File: src/hw/rtl/obk_pkg.sv
// shared types and constants for the order book level tracker
// no dependencies

package obk_pkg;

    localparam int PW        = 31;
    localparam int ROWS      = 20;
    localparam int HALF_ROWS = 10;
    localparam int RW        = 5;

    typedef logic [PW-1:0] t_price;
    typedef logic [RW-1:0] t_row;

    localparam logic [1:0] CMD_RESET = 2'd0;
    localparam logic [1:0] CMD_TICK  = 2'd1;
    localparam logic [1:0] CMD_LEVEL = 2'd2;

    // result of the shared price comparator
    typedef struct packed {
        logic eq;
        logic beats;
    } t_cmp;

endpackage

File: src/hw/rtl/obk_cmp.sv
// shared price comparator: equality and side-aware "beats"
// depends on obk_pkg

module obk_cmp (
    input  obk_pkg::t_price i_a,
    input  obk_pkg::t_price i_b,
    input  logic            i_ask,
    output obk_pkg::t_cmp   o_cmp
);
    import obk_pkg::*;

    // bids: higher beats, asks: lower beats
    always_comb begin
        o_cmp.eq    = (i_a == i_b);
        o_cmp.beats = i_ask ? (i_a < i_b) : (i_a > i_b);
    end

endmodule

File: config.mk
export PLATFORM = sky130hd
export DESIGN_NAME = obk_cmp
export DESIGN_NICKNAME = d
export VERILOG_FILES = /design/src/hw/rtl/obk_pkg.sv /design/src/hw/rtl/obk_cmp.sv
export SDC_FILE = /design/constraint.sdc
export NUM_CORES = 1
export LEC_CHECK = 0
export ABC_AREA = 1
export ABC_CLOCK_PERIOD_IN_PS = 1600
export BUFFER_PORTS_ARGS = -buffer_cell sky130_fd_sc_hd__buf_4
export CAP_MARGIN = 40
export CORE_MARGIN = 2
export CORE_UTILIZATION = 45
export DETAILED_ROUTE_END_ITERATION = 7
export PLACE_DENSITY = 0.86
export SYNTH_ARGS = -nofsm -noshare
export SYNTH_HDL_FRONTEND = slang
export SYNTH_SLANG_ARGS = --single-unit
export TNS_END_PERCENT = 1
File: constraint.sdc
create_clock -name vclk -period 1.6
set_input_delay 0 -clock vclk [all_inputs]
set_output_delay 0 -clock vclk [all_outputs]
set_load 0.005 [all_outputs]
==> metrics.sh <==
LAYOUT.CLOCK_BUFFERS=0
N_ANTENNA_CELL=0
COUNT_OF_DISTINCT_CELL_TYPES_IN_THE_SYNTHESIZED_NETLIST=14
FINAL_MAX_SLEW_VIOL_COUNT=0
HOLD_STARTPOINT='i_ask'
AREA_DELTA_SYNTH_FINAL_PCT=55.4
WORST_IR_DROP_VDD_V=0.000142
NETLIST_AREA_UM2=942
REQUIRED_PS=1600
MAX-SLEW-MARGIN-REL=0.888
CTS_RESIZED=0
HOLD_FAILS_FINAL_RPT=0
POSTSYNTHCELLCOUNT=163
NUM_ROWS=16
GLOBALROUTE.TOTALOVERFLOW=0
COMBINATIONAL_FAMILY_WITH_THE_MOST_AREA_AFTER_SYNTHESIS='adder cells'
MIN-DELAY-PATH-CLASS='primary input to primary output'
POST-DP-HPWL_UM=2040
DIE_HEIGHT_UM=49.8
ROUTE.ANTENNA.REMAINING_NETS=0
GRT_SETUP_UNREPAIRED='no'
WORSTPATHARRIVAL_PS=1270
SLEW_AT_THE_PIN_CLOSEST_TO_ITS_MAX_SLEW_LIMIT_PS=167
FINALHOLDWORSTSLACK_PS=374
FINALSETUPTNS_PS=0
HOLDBUFCOUNTCTS=0
ROUTE.DETAILED.VIAS_PER_INST=4.45
CORE_REGION_AREA_MM2=0.00196
GRT_PASS1_VIAS=1134
SYNTH_FA_HA_AREA_FRAC=0.412
DIEAREA_MM2=0.00248
DRT-PASS1-ITER-COUNT=3
SEQUENTIAL_CELL_AREA_UM2=0
LEAKAGEPOWER_nW=0.999
FINALNETCOUNT=324
TRACK_USAGE=0.188
DR_TOTAL_VIAS=1136
SYNTH_COMPOUND_GATE_AREA_SHARE=0.0677
YOSYS-MUX-AREA-FRACTION=0
STARTPOINT_CLASS='primary input'
DRIVE_ABOVE_1_SHARE=0.338
TIMING.FMAX_GHz=0.786
TIMING.MAX_CAP.VIOLATIONS=0
SYNTH-XOR-AREA-SHARE=0
INITIAL_CORE_UTIL=0.480
OUTCOME='finished clean'
SYNTH.NET_COUNT=257
ROUTED_WL_UM=2110
SYNTH-SIMPLE-AREA-SHARE=0.321
CRITPATHMAXFANOUT=2
WORST-SETUP-PATH-TYPE='primary input to primary output'
TIMING.FINAL.CRIT_PERIOD_PS=1270
POST-CTS-SETUP-BUFFERS=0
ROUTABILITYCONGESTION=0.668
SETUP.WORST_PATH.START='i_a[6]'
IO_BUFFER_COUNT=65
NETLIST.AREA_LEADER.SHARE=0.412
SEQ_CELL_COUNT=0
IOPINCOUNT=65
INITIAL_ANTENNA_VIOLATION_COUNT=0
FINALSETUPVIOLATIONS=0
PIN_COUNT_OF_THE_BIGGEST_NET_ENTERING_GLOBAL_ROUTING=4
FIRST_PASS_GRT_WIRE_LENGTH_UM=3950
AVG_INST_SIZE_SYNTH_UM2=5.78
DRC=0
FIN_CRIT_SH=0.795
YOSYSWARNINGS=0
SYNTH.TOP_CELLS.BY_AREA='sky130_fd_sc_hd__ha_1 (41%), sky130_fd_sc_hd__nand2_1 (20%), sky130_fd_sc_hd__inv_1 (19%), sky130_fd_sc_hd__a21oi_1 (4.2%), sky130_fd_sc_hd__nor2_1 (3.6%)'
POWERDENSITY_mW_PER_MM2=225
DIE_W_UM=49.8
DETAIL_ROUTE.WL_PER_CELL_UM=8.27
POST-SYNTH-TOP-AREA-CELL='sky130_fd_sc_hd__ha_1'
FIRST_ITER_VIOLATIONS=9
CP-END-KIND='primary output'
FILL_CELLS=175
SYNTH_SEQ_AREA_SHARE=0
worst max-delay path: stages:
cell                      delay (ps)
sky130_fd_sc_hd__buf_4           110
sky130_fd_sc_hd__ha_1            280
sky130_fd_sc_hd__nand2_1          90
sky130_fd_sc_hd__nor2_2          150
sky130_fd_sc_hd__nand3_2          80
sky130_fd_sc_hd__nor3_2          170
sky130_fd_sc_hd__nand2_1          80
sky130_fd_sc_hd__nand2_1          60
sky130_fd_sc_hd__nand2_1          50
sky130_fd_sc_hd__nand2_1          50
sky130_fd_sc_hd__inv_1            40
sky130_fd_sc_hd__buf_4           120
power by group:
part | internal (W) | switching (W)
registers | 0 | 0
logic | 0.000188 | 0.000142
clock network | 0 | 0
total | 0.000188 | 0.000142
path summary, 6_finish.rpt:
path	cells past startpoint	endpoint	slack, ps
min	6	o_cmp[0]	370
max	12	o_cmp[0]	330
routing by layer:
metal,share of wire,track usage,vias to the layer above
li1,-,-,620
met1,0.40,0.192,478
met2,0.55,0.420,38
met3,0.055,0.00909,0
met4,0,0,0
met5,0,0,-
synth_stat cells:
cell type,count
sky130_fd_sc_hd__nor2_1,9
sky130_fd_sc_hd__a21oi_1,8
sky130_fd_sc_hd__ha_1,31
sky130_fd_sc_hd__nand3_1,3
sky130_fd_sc_hd__inv_2,3
sky130_fd_sc_hd__nand3_2,1
sky130_fd_sc_hd__a21oi_2,1
sky130_fd_sc_hd__a21o_1,2
sky130_fd_sc_hd__nor3_2,1
sky130_fd_sc_hd__nand4_1,2
sky130_fd_sc_hd__nand2_1,49
sky130_fd_sc_hd__nand2_2,3
sky130_fd_sc_hd__inv_1,47
sky130_fd_sc_hd__nor2_2,3
layout make-up:
cell class,count,area (um2),area share
multi-input cells,113,754,0.515
repair buffers,65,488,0.333
inverters,50,188,0.128
well taps,27,33.8,0.0231
stage by stage:
step	instances	worst slack [ps]	total power, W	area, um2	util
floorplan	163	631	0.000173	942	-
global placement	255	340	0.000317	1460	0.746
detailed placement	255	310	0.000334	1460	0.746
CTS	255	307	0.000336	1460	0.746
global route	255	182	0.000387	1460	0.746
finish	255	327	0.000330	1460	0.746
cell families (layout without fill, tap and decap cells):
kind of cell               after synthesis  count (layout)
AOI/OAI and AO/OA                       11              11
adders and majority gates               31              31
buffers and inverters                   50             115
and+or+nand+nor                         71              71
placed cells by master, fill, tap and decap left out, drive strengths merged:
| cell | instances |
|---|---|
| buf | 65 |
| nand2 | 52 |
| inv | 50 |
| ha | 31 |
| nor2 | 12 |
| a21oi | 9 |
| nand3 | 4 |
| nand4 | 2 |
| a21o | 2 |
| nor3 | 1 |
Power figures use the tool's default switching activity.
